## src/hw/rtl/sfr_pkg.sv

```systemverilog
// ----------------------------------------------------------------------------
// sfr_pkg
// Types, codes and constants shared by the stuffed frame receiver modules.
// ----------------------------------------------------------------------------
package sfr_pkg;

	localparam int unsigned MAX_DATA = 8;

	localparam logic [7:0] SYNC_BYTE = 8'hEE;
	localparam logic [7:0] ESC_BYTE  = 8'hEA;
	localparam logic [7:0] ESC_SYNC  = 8'hEB;
	localparam logic [7:0] ESC_ESC   = 8'hEC;
	localparam logic [7:0] NOT_MASK  = 8'hFF;

	localparam logic [7:0] CMD_01 = 8'h01;
	localparam logic [7:0] CMD_02 = 8'h02;
	localparam logic [7:0] CMD_03 = 8'h03;
	localparam logic [7:0] CMD_04 = 8'h04;
	localparam logic [7:0] CMD_11 = 8'h11;
	localparam logic [7:0] CMD_22 = 8'h22;
	localparam logic [7:0] CMD_33 = 8'h33;
	localparam logic [7:0] CMD_44 = 8'h44;
	localparam logic [7:0] CMD_55 = 8'h55;
	localparam logic [7:0] CMD_66 = 8'h66;

	localparam logic [3:0] POS_LENGTH  = 4'd1;
	localparam logic [3:0] POS_NOTLEN  = 4'd2;
	localparam logic [3:0] POS_COMMAND = 4'd3;
	localparam logic [3:0] POS_DATA    = 4'd4;

	typedef enum logic [2:0] {
		STAT_OK          = 3'd0,
		STAT_BAD_LENGTH  = 3'd1,
		STAT_BAD_NOTLEN  = 3'd2,
		STAT_BAD_ESCAPE  = 3'd3,
		STAT_BAD_CHECK   = 3'd4,
		STAT_BAD_COMMAND = 3'd5
	} status_t;

	typedef struct packed {
		logic        in_frame;
		logic [3:0]  position;
		logic [3:0]  frame_length;
		logic        escape_pending;
		logic [7:0]  command_byte;
		logic [15:0] parity_word;
		logic [7:0]  check_high;
	} frame_state_t;

	typedef struct packed {
		status_t     status;
		logic [7:0]  command;
		logic [3:0]  data_length;
		logic [63:0] payload;
	} frame_result_t;

	typedef struct packed {
		logic       en;
		logic [2:0] addr;
		logic [7:0] data;
	} store_write_t;

endpackage

```

## src/hw/rtl/stuffed_frame_receiver_core.sv

```systemverilog
// ----------------------------------------------------------------------------
// stuffed_frame_receiver_core
// Byte-stuffed frame receiver with parity check word and command check.
// ----------------------------------------------------------------------------
//  channel | signals                                    | transfer
//  rx      | rx_valid, rx_stall, rx_byte                | one raw byte
//  res     | res_valid, res_stall, status, command,     | one frame outcome
//          | data_length, payload                       |
//
// One byte per cycle unless rx_stall is high; a byte is registered, decoded
// against the frame state and its outcome, if any, lands in the result register.
// arst_n clears the frame state and both valid flags; the data store is not reset.
// A stalled full result register holds the byte stage, which then stalls rx.
module stuffed_frame_receiver_core (
	input  logic        clk,
	input  logic        arst_n,
	input  logic        rx_valid,
	output logic        rx_stall,
	input  logic [7:0]  rx_byte,
	output logic        res_valid,
	input  logic        res_stall,
	output logic [2:0]  status,
	output logic [7:0]  command,
	output logic [3:0]  data_length,
	output logic [63:0] payload
);

	logic                   valid_s1;
	logic [7:0]             byte_s1;
	logic                   advance;
	sfr_pkg::frame_state_t  state_q;
	sfr_pkg::frame_state_t  state_nxt;
	sfr_pkg::store_write_t  wr;
	logic                   done;
	sfr_pkg::frame_result_t result;
	sfr_pkg::frame_result_t result_q;
	logic                   res_valid_q;
	logic [7:0]             store_q [sfr_pkg::MAX_DATA];

	assign advance  = valid_s1 && (!res_valid_q || !res_stall);
	assign rx_stall = valid_s1 && !advance;

	always_ff @(posedge clk or negedge arst_n) begin
		if (!arst_n) begin
			valid_s1 <= 1'b0;
		end else if (!rx_stall) begin
			valid_s1 <= rx_valid;
		end
	end

	always_ff @(posedge clk) begin
		if (rx_valid && !rx_stall) begin
			byte_s1 <= rx_byte;
		end
	end

	sfr_decoder u_decoder (
		.rx_byte (byte_s1),
		.cur     (state_q),
		.store   (store_q),
		.nxt     (state_nxt),
		.wr      (wr),
		.done    (done),
		.result  (result)
	);

	always_ff @(posedge clk or negedge arst_n) begin
		if (!arst_n) begin
			state_q <= '0;
		end else if (advance) begin
			state_q <= state_nxt;
		end
	end

	always_ff @(posedge clk) begin
		if (advance && wr.en) begin
			store_q[wr.addr] <= wr.data;
		end
	end

	always_ff @(posedge clk or negedge arst_n) begin
		if (!arst_n) begin
			res_valid_q <= 1'b0;
		end else if (advance && done) begin
			res_valid_q <= 1'b1;
		end else if (!res_stall) begin
			res_valid_q <= 1'b0;
		end
	end

	always_ff @(posedge clk) begin
		if (advance && done) begin
			result_q <= result;
		end
	end

	assign res_valid   = res_valid_q;
	assign status      = result_q.status;
	assign command     = result_q.command;
	assign data_length = result_q.data_length;
	assign payload     = result_q.payload;

endmodule

```

## src/hw/rtl/sfr_decoder.sv

```systemverilog
// ----------------------------------------------------------------------------
// sfr_decoder
// Per-byte deframing step: header checks, unstuffing, parity and frame close.
// ----------------------------------------------------------------------------
module sfr_decoder (
	input  logic [7:0]            rx_byte,
	input  sfr_pkg::frame_state_t cur,
	input  logic [7:0]            store [sfr_pkg::MAX_DATA],
	output sfr_pkg::frame_state_t nxt,
	output sfr_pkg::store_write_t wr,
	output logic                  done,
	output sfr_pkg::frame_result_t result
);

	logic [4:0]  pos_w;
	logic [4:0]  data_end;
	logic        in_data;
	logic        at_check_high;
	logic        add_en;
	logic [3:0]  add_k;
	logic [7:0]  add_b;
	logic [7:0]  dec_b;
	logic        dec_ok;
	logic        cmd_known;
	logic [63:0] pay;
	sfr_pkg::frame_state_t base;

	assign pos_w         = {1'b0, cur.position};
	assign data_end      = 5'(sfr_pkg::POS_DATA) + {1'b0, cur.frame_length};
	assign in_data       = (cur.position >= sfr_pkg::POS_DATA) && (pos_w < data_end);
	assign at_check_high = (pos_w == data_end);

	always_comb begin
		case (cur.command_byte) inside
			[sfr_pkg::CMD_01:sfr_pkg::CMD_04], sfr_pkg::CMD_11, sfr_pkg::CMD_22,
			sfr_pkg::CMD_33, sfr_pkg::CMD_44, sfr_pkg::CMD_55,
			sfr_pkg::CMD_66: cmd_known = 1'b1;
			default: cmd_known = 1'b0;
		endcase
	end

	always_comb begin
		pay = '0;
		for (int i = 0; i < int'(sfr_pkg::MAX_DATA); i++) begin
			if (4'(i) < cur.frame_length) begin
				pay[8*i +: 8] = store[i];
			end
		end
	end

	always_comb begin
		dec_ok = 1'b1;
		dec_b  = rx_byte;
		if (cur.escape_pending) begin
			if (rx_byte == sfr_pkg::ESC_SYNC) begin
				dec_b = sfr_pkg::SYNC_BYTE;
			end else if (rx_byte == sfr_pkg::ESC_ESC) begin
				dec_b = sfr_pkg::ESC_BYTE;
			end else begin
				dec_ok = 1'b0;
			end
		end
	end

	always_comb begin
		base = cur;
		base.in_frame       = 1'b0;
		base.position       = '0;
		base.escape_pending = 1'b0;

		nxt         = cur;
		wr          = '0;
		done        = 1'b0;
		result      = '0;
		add_en      = 1'b0;
		add_k       = cur.position;
		add_b       = rx_byte;

		if (rx_byte == sfr_pkg::SYNC_BYTE) begin
			nxt.in_frame       = 1'b1;
			nxt.position       = sfr_pkg::POS_LENGTH;
			nxt.frame_length   = '0;
			nxt.escape_pending = 1'b0;
			nxt.command_byte   = '0;
			nxt.parity_word    = {^sfr_pkg::SYNC_BYTE, 15'd0};
			nxt.check_high     = '0;
		end else if (cur.in_frame) begin
			if (cur.position == sfr_pkg::POS_LENGTH) begin
				if (rx_byte > 8'(sfr_pkg::MAX_DATA)) begin
					done          = 1'b1;
					result.status = sfr_pkg::STAT_BAD_LENGTH;
					nxt           = base;
				end else begin
					nxt.frame_length = rx_byte[3:0];
					nxt.position     = sfr_pkg::POS_NOTLEN;
					add_en           = 1'b1;
				end
			end else if (cur.position == sfr_pkg::POS_NOTLEN) begin
				if ((rx_byte ^ {4'd0, cur.frame_length}) != sfr_pkg::NOT_MASK) begin
					done          = 1'b1;
					result.status = sfr_pkg::STAT_BAD_NOTLEN;
					nxt           = base;
				end else begin
					nxt.position = sfr_pkg::POS_COMMAND;
					add_en       = 1'b1;
				end
			end else if (cur.position == sfr_pkg::POS_COMMAND) begin
				nxt.command_byte = rx_byte;
				nxt.position     = sfr_pkg::POS_DATA;
				add_en           = 1'b1;
			end else if (in_data) begin
				if (cur.escape_pending) begin
					if (!dec_ok) begin
						done          = 1'b1;
						result.status = sfr_pkg::STAT_BAD_ESCAPE;
						nxt           = base;
					end else begin
						nxt.escape_pending = 1'b0;
						nxt.position       = cur.position + 4'd1;
						wr.en              = 1'b1;
						add_en             = 1'b1;
						add_b              = dec_b;
					end
				end else if (rx_byte == sfr_pkg::ESC_BYTE) begin
					nxt.escape_pending = 1'b1;
				end else begin
					nxt.position = cur.position + 4'd1;
					wr.en        = 1'b1;
					add_en       = 1'b1;
				end
			end else if (at_check_high) begin
				nxt.check_high = rx_byte;
				nxt.position   = cur.position + 4'd1;
			end else begin
				done = 1'b1;
				nxt  = base;
				if ({cur.check_high, rx_byte} != cur.parity_word) begin
					result.status = sfr_pkg::STAT_BAD_CHECK;
				end else if (!cmd_known) begin
					result.status = sfr_pkg::STAT_BAD_COMMAND;
				end else begin
					result.status      = sfr_pkg::STAT_OK;
					result.command     = cur.command_byte;
					result.data_length = cur.frame_length;
					result.payload     = pay;
				end
			end
		end

		wr.addr = 3'(cur.position - sfr_pkg::POS_DATA);
		wr.data = dec_b;
		if (add_en && (^add_b)) begin
			nxt.parity_word[4'd15 - add_k] = 1'b1;
		end
	end

endmodule

```

## config.mk

```make
export PLATFORM = sky130hd
export DESIGN_NAME = stuffed_frame_receiver_core
export DESIGN_NICKNAME = d
export VERILOG_FILES = /design/src/hw/rtl/sfr_pkg.sv /design/src/hw/rtl/stuffed_frame_receiver_core.sv /design/src/hw/rtl/sfr_decoder.sv
export SDC_FILE = /design/constraint.sdc
export NUM_CORES = 1
export LEC_CHECK = 0
export BUFFER_PORTS_ARGS = -buffer_cell sky130_fd_sc_hd__buf_2
export CORE_UTILIZATION = 53
export DETAILED_ROUTE_END_ITERATION = 8
export GPL_ROUTABILITY_DRIVEN = 0
export MAX_ROUTING_LAYER = met4
export PLACE_DENSITY = 0.79
export SYNTH_ARGS = -nofsm -noshare
export SYNTH_HDL_FRONTEND = slang
export SYNTH_SLANG_ARGS = --single-unit
```

## constraint.sdc

```tcl
create_clock -name clk -period 6.85 [get_ports clk]
set_input_delay 0.3425 -clock clk [delete_from_list [all_inputs] [get_ports clk]]
set_output_delay 0.3425 -clock clk [all_outputs]
set_load 0.05 [all_outputs]
```

* Word-level counts from Yosys, hierarchy flattened
Index checks and enable logic that the tools add are counted.
Cells by class: add/subtract/negate cells 4, order comparisons 17, equal/unequal tests 27, multiplexer cells 96, bitwise operators 13, reductions and logical operators 36
Operators by type and width (count):
- 76-bit two-way mux | 3
- 42-bit two-way mux | 5
- 8-bit two-way mux | 22
- 79-bit two-way mux | 2
- 10-bit OR reduction | 8
- 33-bit two-way mux | 2
- 64-bit bitwise mux | 1
- 1-bit two-way mux | 40
- 8-bit == test (second input constant) | 4
- 25-bit two-way mux | 1
- 8-bit demux with 3-bit select | 1
- 8-bit by 7-bit == test with 1-bit output (second input constant) | 3
- 24-bit two-way mux | 1
- 4-bit two-way mux | 5
- 3-bit two-way mux | 6
- 8-bit by 6-bit == test with 1-bit output (second input constant) | 2
- 3-bit by 4-bit < comparator with 1-bit output (first input constant) | 4
- 16-bit two-way mux | 1
- 16-bit inequality test | 1
- 16-bit OR | 1
- 1-bit logical AND | 10
- 2-bit by 1-bit inequality test with 1-bit output (second input constant) | 5
- 1-bit NOT | 10
- 9-bit OR reduction | 1
- 43 further kinds | 54
Word-level totals: register bits after elaboration 195, input bits 12, output and inout port bits 81, logic and storage cells 222

* Logic depth before layout (Yosys ltp)
Gate-level depths: netlist of the first run.
depth after elaboration 15, mapped depth 13, gate-level depth less buffers 11

* Cells and area by module
Synthesis of the first run repeated with hierarchy kept, for this count alone.
Unflattened totals: cells, all modules 628, area, all modules 8882.3 sq um
Modules (own cells, without submodules):
- stuffed_frame_receiver_core | instances 1, cells each 264, area an instance 6482.5 sq um, seq. area each 5635.4 sq um
- sfr_decoder | instances 1, cells each 364, area an instance 2399.8 sq um, seq. area each 0.0 sq um

* Least setup slack after synthesis of the first run
Ideal clock, no wire load.
path kind register to register, from register state_q[36] (netlist name), to register result_q (netlist bit command[0]), enable pin, setup time 517 ps, data arrival time 5849 ps, data required time 6333 ps, path slack 484 ps, stages on the path, launching flop included 13, path buffers 1, clock period less this slack 6366 ps, cells stage by stage dfrtp_1 clkbuf_1 inv_1 ha_1 inv_1 ha_1 nand2b_1 a211oi_2 or2_2 mux2i_1 a211o_1 nand2_1 nor2_1
Between the ends: cells in the longest elaborated chain, start to end 10, elaborated cells on any way between the ends 15, classes of those cells add/sub (1); order compare (1); eq/ne (2); mux (8); bitwise (1); reduce/logical (2)
RTL lines:
- from (decl) | RTL line stuffed_frame_receiver_core.sv:31 | sfr_pkg::frame_state_t state_q;
- from (signal assigned) | RTL line stuffed_frame_receiver_core.sv:71 | state_q <= state_nxt;
- 3-bit by 4-bit adder with 5-bit output | RTL line sfr_decoder.sv:29 | assign data_end = 5'(sfr_pkg::POS_DATA) + {1'b0, cur.frame_length};
- 4-bit by 5-bit < comparator with 1-bit output / 4-bit by 5-bit == test with 1-bit output (equally long branches) | RTL line sfr_decoder.sv:30, sfr_decoder.sv:31
- 1-bit logical AND / 1-bit two-way mux (equally long branches) | RTL line sfr_decoder.sv:30, sfr_decoder.sv:131
- 1-bit two-way mux | RTL line sfr_decoder.sv:111 | end else if (in_data) begin
- 1-bit two-way mux | RTL line sfr_decoder.sv:107 | end else if (cur.position == sfr_pkg::POS_COMMAND) begin
- 1-bit two-way mux * | RTL line sfr_decoder.sv:98 | end else if (cur.position == sfr_pkg::POS_NOTLEN) begin
- 1-bit two-way mux * | RTL line sfr_decoder.sv:88 | if (cur.position == sfr_pkg::POS_LENGTH) begin
- 1-bit two-way mux * | RTL line sfr_decoder.sv:87 | end else if (cur.in_frame) begin
- 1-bit two-way mux * | RTL line sfr_decoder.sv:79 | if (rx_byte == sfr_pkg::SYNC_BYTE) begin
- 1-bit logical AND * | RTL line stuffed_frame_receiver_core.sv:92 | if (advance && done) begin
- to (signal assigned) | RTL line stuffed_frame_receiver_core.sv:93 | result_q <= result;
- to (decl) | RTL line stuffed_frame_receiver_core.sv:36 | sfr_pkg::frame_result_t result_q;
Mark *: on every way between the ends. The rest lies on a longest branch, timed or not. A chain may end at the register's enable or synchronous reset.

* Final worst setup path of the first run
Same ends and word-level chain as after synthesis.

==> reports/qor.yml, run 1 <==
final_layout:
  final_nets: 699
  layout-drive-gt1-share_pct: 21.0
  n_antenna_cell: 0
  area.growth.synth_to_final_pct: 14.1
  final_core_util_pct: 61.8
  design_area_um2: 9360
  fillers: 1091
placement:
  place_area_um2: 8760
  portBuffers: 92
  place_ws_ns: 2.55
  hpwlAfterDp_mm: 10.9
outcome:
  status: "complete, no violations"
sta:
  fin_crit_sh_pct: 63.4
  tightest_slew_ns: 1.07
  worst_slack_ns: 2.51
  fin_skew_ns: 0.00697
  hold_violations: 0
  rsz0062_at_grt: "no"
  fin_worst_hold_slack_ns: 0.0809
  fmax_ghz: 0.230
  period_minus_slack_ns: 4.34
  setup_viol: 0
  drv_slew: 0
  fin_setup_tns_ns: 0
  relSlewSlack_pct: 28.3
drt:
  wirelength_mm: 16.2
  drc: 0
  via_count: 4993
  antenna_left: 0
  drt_iter0_markers: 488
  vias_per_cell: 5.69
  wire_per_inst_um: 18.5
  drtPass1Iterations: 5
global_route:
  grt_use_total_pct: 22.1
  grt_pass1_wl_mm: 25.8
  antenna_found_initial: 0
  grt_max_degree: 80
  grt_pass1_vias: 4900
  grt_overflow: 0
power:
  vdd_drop_max_uv: 171
  p_leak_uw: 0.00339
  p_per_area_nw_per_um2: 256
worst_setup_path:
  path_class: "reg -> reg"
  arrival_ns: 4.40
  crit_family: "buffers and inverters"
  worstSetupStartpointType: "flop"
  r2r-end: "command[0]$_SDFFCE_PP0P_"
  cp_data_required_time_ns: 6.90
  critPathMaxStageDelay_ns: 0.70
  r2r-start: "state_q[36]$_DFFE_PN0P_"
  rrSetupSlack_ns: 2.51
  crit_buf_inv: 3
  crit_slowest_cell: "buf_4"
  r2r_cells: 12
  crit_fanout: 79
  crit_chain: "inv_1, ha_1, inv_1, ha_1, nand2b_1, a211oi_2, or2_2, mux2i_1, a211o_1, nand2_1, nor2_4, buf_4"
  worstSetupEndpointType: "flop"
yosys:
  synthSimpleGateAreaFrac_pct: 15.2
  synth_compound_area_share_pct: 8.49
  syn_avg_cell_area_um2: 13.8
  synthFlopType: "edfxtp_1"
  synthAdderAreaFrac_pct: 1.68
  synth_common_cells: "edfxtp_1 (151), and2_1 (65), nand2_1 (48)"
  syn_inst: 594
  synth_seq_area_share_pct: 68.7
  synth_xor_area_share_pct: 2.94
  yosysMostFrequentCell: "edfxtp_1"
  synth_seq_cells: 195
  async_flop_share_pct: 22.6
  netlist_area_um2: 8210
  yosys-top-cells-area: "edfxtp_1 (55%), dfrtp_1 (13%), and2_1 (5.0%)"
  synth_top_family_by_area: "simple AND/OR/NAND/NOR gates"
  yosys.area.top_type: "edfxtp_1"
  synth_top_area_share_pct: 55.3
  yosys_warnings: 0
  synth.area.mux_share_pct: 0.244
  yosysUniqueCellTypes: 65
  synth_edf_count: 151
hold_path:
  min_path_type: "in -> async"
die:
  coreArea_um2: 15100
  io_pins: 93
  die_x_um: 126
  dieArea_um2: 16000
  die_y_um: 126
  rows: 45
  start_util_pct: 54.2
cts:
  cts_setup_buffers: 0
  path_clk_slew_ns: 0.07
  clock-sinks: 195
  root_buffer: "clkbuf_16"
  cts_buffers: 17
  cts_max_level: 4
  cts_resized: 0
  tritoncts: "done"
  cts_max_path_buffers: 2
  clock_latency_ns: 0.43
  hold_buffers: 0
job:
  max_cap_viol_count: 0
## layer usage
| layer | track usage [%] | routed length, µm | vias to the layer above |
|---|---|---|---|
| met1 | 27.6 | 6970 | 2407 |
| met2 | 36.1 | 8040 | 213 |
| li1 | - | - | 2333 |
| met4 | 8.65 | 335 | 0 |
| met5 | - | 0 | - |
| met3 | 4.13 | 867 | 40 |
## cells by family after synthesis
kind of cell,count (synthesis)
simple gates,223
flops,195
compound gates,91
buf+inv,46
xor+xnor,25
fa+ha+maj,11
mux,2
other cells,1
## worst max-delay path by stage
stage / from / to / depth (start not counted)
3_5_place_dp: state_q[36]$_DFFE_PN0P_ / command[0]$_SDFFCE_PP0P_ / 12
3_3_place_gp: state_q[36]$_DFFE_PN0P_ / payload[58]$_SDFFCE_PP0P_ / 12
2_1_floorplan: state_q[36]$_DFFE_PN0P_ / command[0]$_SDFFCE_PP0P_ / 12
6_report: state_q[36]$_DFFE_PN0P_ / command[0]$_SDFFCE_PP0P_ / 12
4_1_cts: state_q[36]$_DFFE_PN0P_ / payload[63]$_SDFFCE_PP0P_ / 12
5_1_grt: state_q[36]$_DFFE_PN0P_ / command[0]$_SDFFCE_PP0P_ / 12
## worst reg2reg max path, stage by stage, from the launching register on
cell and delay, ns:
dfrtp_1 0.60, inv_1 0.13, ha_1 0.30, inv_1 0.04, ha_1 0.27, nand2b_1 0.08, a211oi_2 0.43, or2_2 0.36
mux2i_1 0.54, a211o_1 0.21, nand2_1 0.12, nor2_4 0.11, buf_4 0.70
## placed cells by master, fill, tap and decap left out, types with 3 or more instances in the layout
master,instances
and2_1,65
and3_1,31
ha_1,11
o211ai_1,5
nor3_1,7
xnor2_1,5
a21boi_2,3
a32o_1,7
inv_6,3
dfrtp_1,44
buf_2,92
clkinv_4,3
nand2_1,48
a22o_1,10
nand3_1,13
o21ai_1,13
clkbuf_16,17
xor2_1,17
nor2b_1,3
a21oi_1,6
o21ai_0,17
nor2_1,18
nand4_1,8
bufinv_16,3
nand2b_1,7
edfxtp_1,151
inv_1,14
nor4_1,5
nor3b_1,3
## sequential cells by signal (all words and copies together), names as in the netlist
signal	cells
state_q	42
data_length	4
valid_s1	1
command	8
store_q	64
res_valid	1
byte_s1	8
status	3
payload	64
## report_power, final
group	switching (µW)	internal [µW]
Sequential	23.4	1280
Combinational	59.4	27.1
Clock	432	582
## final cells by class
type                            count  area (µm²)  area share [%]
Clock buffer                       19         433            4.62
Tap cell                          188         235            2.51
Sequential cell                   195        5640            60.2
Timing Repair Buffer               94         475            5.08
Clock inverter                     13         173            1.84
Inverter                           14        52.6           0.561
Multi-Input combinational cell    354        2360            25.2
## metrics by stage
stage               total power, µW  instances
floorplan                      1380        595
global placement               1410        845
detailed placement             1410        845
CTS                            2410        877
global route                   2470        877
finish                         2400        877
Note: power is estimated with default switching activity, not from simulation.
==> run 2, diff against run 1 <==
- clock period: 6.85 -> 3.58 ns (I/O delays scaled with it)
==> reports/qor.yml, run 2 (synthesis results as in run 1) <==
outcome:
  status: "complete, no violations"
global_route:
  grt_max_degree: 61
  grt_pass1_vias: 5060
  grt_pass1_wl_mm: 27.3
  antenna_found_initial: 0
  grt_overflow: 0
  grt_use_total_pct: 23.8
job:
  max_cap_viol_count: 0
die:
  start_util_pct: 54.2
  dieArea_um2: 16000
  die_x_um: 126
  die_y_um: 126
  io_pins: 93
  rows: 45
  coreArea_um2: 15100
cts:
  path_clk_slew_ns: 0.07
  cts_max_path_buffers: 2
  tritoncts: "done"
  cts_resized: 0
  cts_buffers: 17
  clock-sinks: 195
  clock_latency_ns: 0.44
  cts_max_level: 4
  root_buffer: "clkbuf_16"
power:
  vdd_drop_max_uv: 351
  p_per_area_nw_per_um2: 480
  p_leak_uw: 0.00356
  clkPwrFrac_pct: 42.4
  netSwitchingFraction_pct: 21.9
  p_seq_share_pct: 52.8
  p_comb_share_pct: 4.7
  finalPower_uw: 4660
  p_int_uw: 3640
  p_switching_uw: 1020
worst_setup_path:
  worstSetupStartpointType: "flop"
  arrival_ns: 3.40
  crit_slowest_cell: "dfrtp_1"
  worstSetupEndpointType: "flop"
  path_class: "reg -> reg"
  crit_fanout: 60
  cp_data_required_time_ns: 3.69
  crit_chain: "inv_1, ha_4, inv_2, ha_1, nand2b_1, a211oi_4, or2_4, mux2i_4, a211o_1, nand2_2, nor2_4, buf_12"
  rrSetupSlack_ns: 0.28
  critPathMaxStageDelay_ns: 0.47
sta:
  fmax_ghz: 0.303
  fin_skew_ns: 0.00996
  fin_crit_sh_pct: 92.1
  setup_viol: 0
  rsz0062_at_grt: "no"
  relSlewSlack_pct: 31.5
  hold_violations: 0
  fin_setup_tns_ns: 0
  period_minus_slack_ns: 3.30
  tightest_slew_ns: 1.03
  drv_slew: 0
final_layout:
  final_core_util_pct: 64.1
  finalNonFillerCells: 910
  layout_common_cells: "edfxtp_1 (151), buf_2 (92), and2_1 (65)"
  final_nets: 732
  final_common_cell: "edfxtp_1"
  fillers: 1089
  n_antenna_cell: 0
  area.growth.synth_to_final_pct: 18.2
  layout-drive-gt1-share_pct: 24.4
drt:
  drc: 0
  drt_iter0_markers: 563
  antenna_left: 0
  via_count: 5202
  drtPass1Iterations: 6
  vias_per_cell: 5.72
  wire_per_inst_um: 19.0
  wirelength_mm: 17.2
placement:
  hpwlAfterDp_mm: 11.5
  dp_cells: 868
  portBuffers: 92
hold_path:
  min_path_type: "in -> reg"
## run 2: path summary, 6_finish.rpt
path | startpoint | to | depth (start not counted)
setup / recovery | state_q[35]$_DFFE_PN0P_ | payload[17]$_SDFFCE_PP0P_ | 12
hold reg to reg | store_q[53]$_DFFE_PP_ | payload[13]$_SDFFCE_PP0P_ | 1
setup reg to reg | state_q[35]$_DFFE_PN0P_ | payload[17]$_SDFFCE_PP0P_ | 12
max in group asynchronous | arst_n | state_q[24]$_DFFE_PN0P_ | 2
hold / removal | res_stall | res_valid$_DFFE_PN0P_ | 3
min in group asynchronous | arst_n | state_q[10]$_DFFE_PN0P_ | 2
## run 2: critical path: cells and delay by family (launching register included)
family,cells,cell delay (ns)
fa+ha+maj,2,0.53
compound gates,2,0.49
buf+inv,3,0.43
mux,1,0.34
flops,1,0.47
simple gates,4,0.63
## run 2: per-stage QoR
stage | setup slack [ns] | cell area, µm² | hold slack, ns
CTS | 0.302 | 9700 | 0.0639
global placement | 0.457 | 8980 | 0.359
global route | 0.0493 | 9700 | 0.0793
floorplan | -0.250 | 8270 | -0.117
finish | 0.282 | 9700 | 0.0787
detailed placement | 0.313 | 8980 | 0.357
## run 2: power groups by stage
stage	Clock (µW)	Combinational, µW	Sequential, µW
after CTS	2010	220	2460
after global placement	0	205	2510
after global routing	2090	233	2460
final	1980	221	2460
after floorplan	0	153	2500
after detailed placement	0	210	2510
## run 2: final cells by class
cell class	instances	area (µm²)	share of cell area, %
flip-flops and latches	195	5640	58.1
inverters	14	55.1	0.567
multi-input cells	354	2390	24.7
repair buffers	127	761	7.84
clock buffers	18	429	4.42
clock inverters	14	191	1.97
well taps	188	235	2.42
## run 2: routing by layer
| layer | track usage, % | share of wire, % |
|---|---|---|
| met1 | 28.7 | 41 |
| met2 | 39.0 | 51 |
| met3 | 5.23 | 5.8 |
| met4 | 9.50 | 2.3 |
| met5 | - | 0 |
## run 2: timing repair
item,in CTS,in global routing
endpoints found under the setup margin,0,0
setup buffers,0,0
hold buffers,10,0
endpoints found under the hold margin,53,0
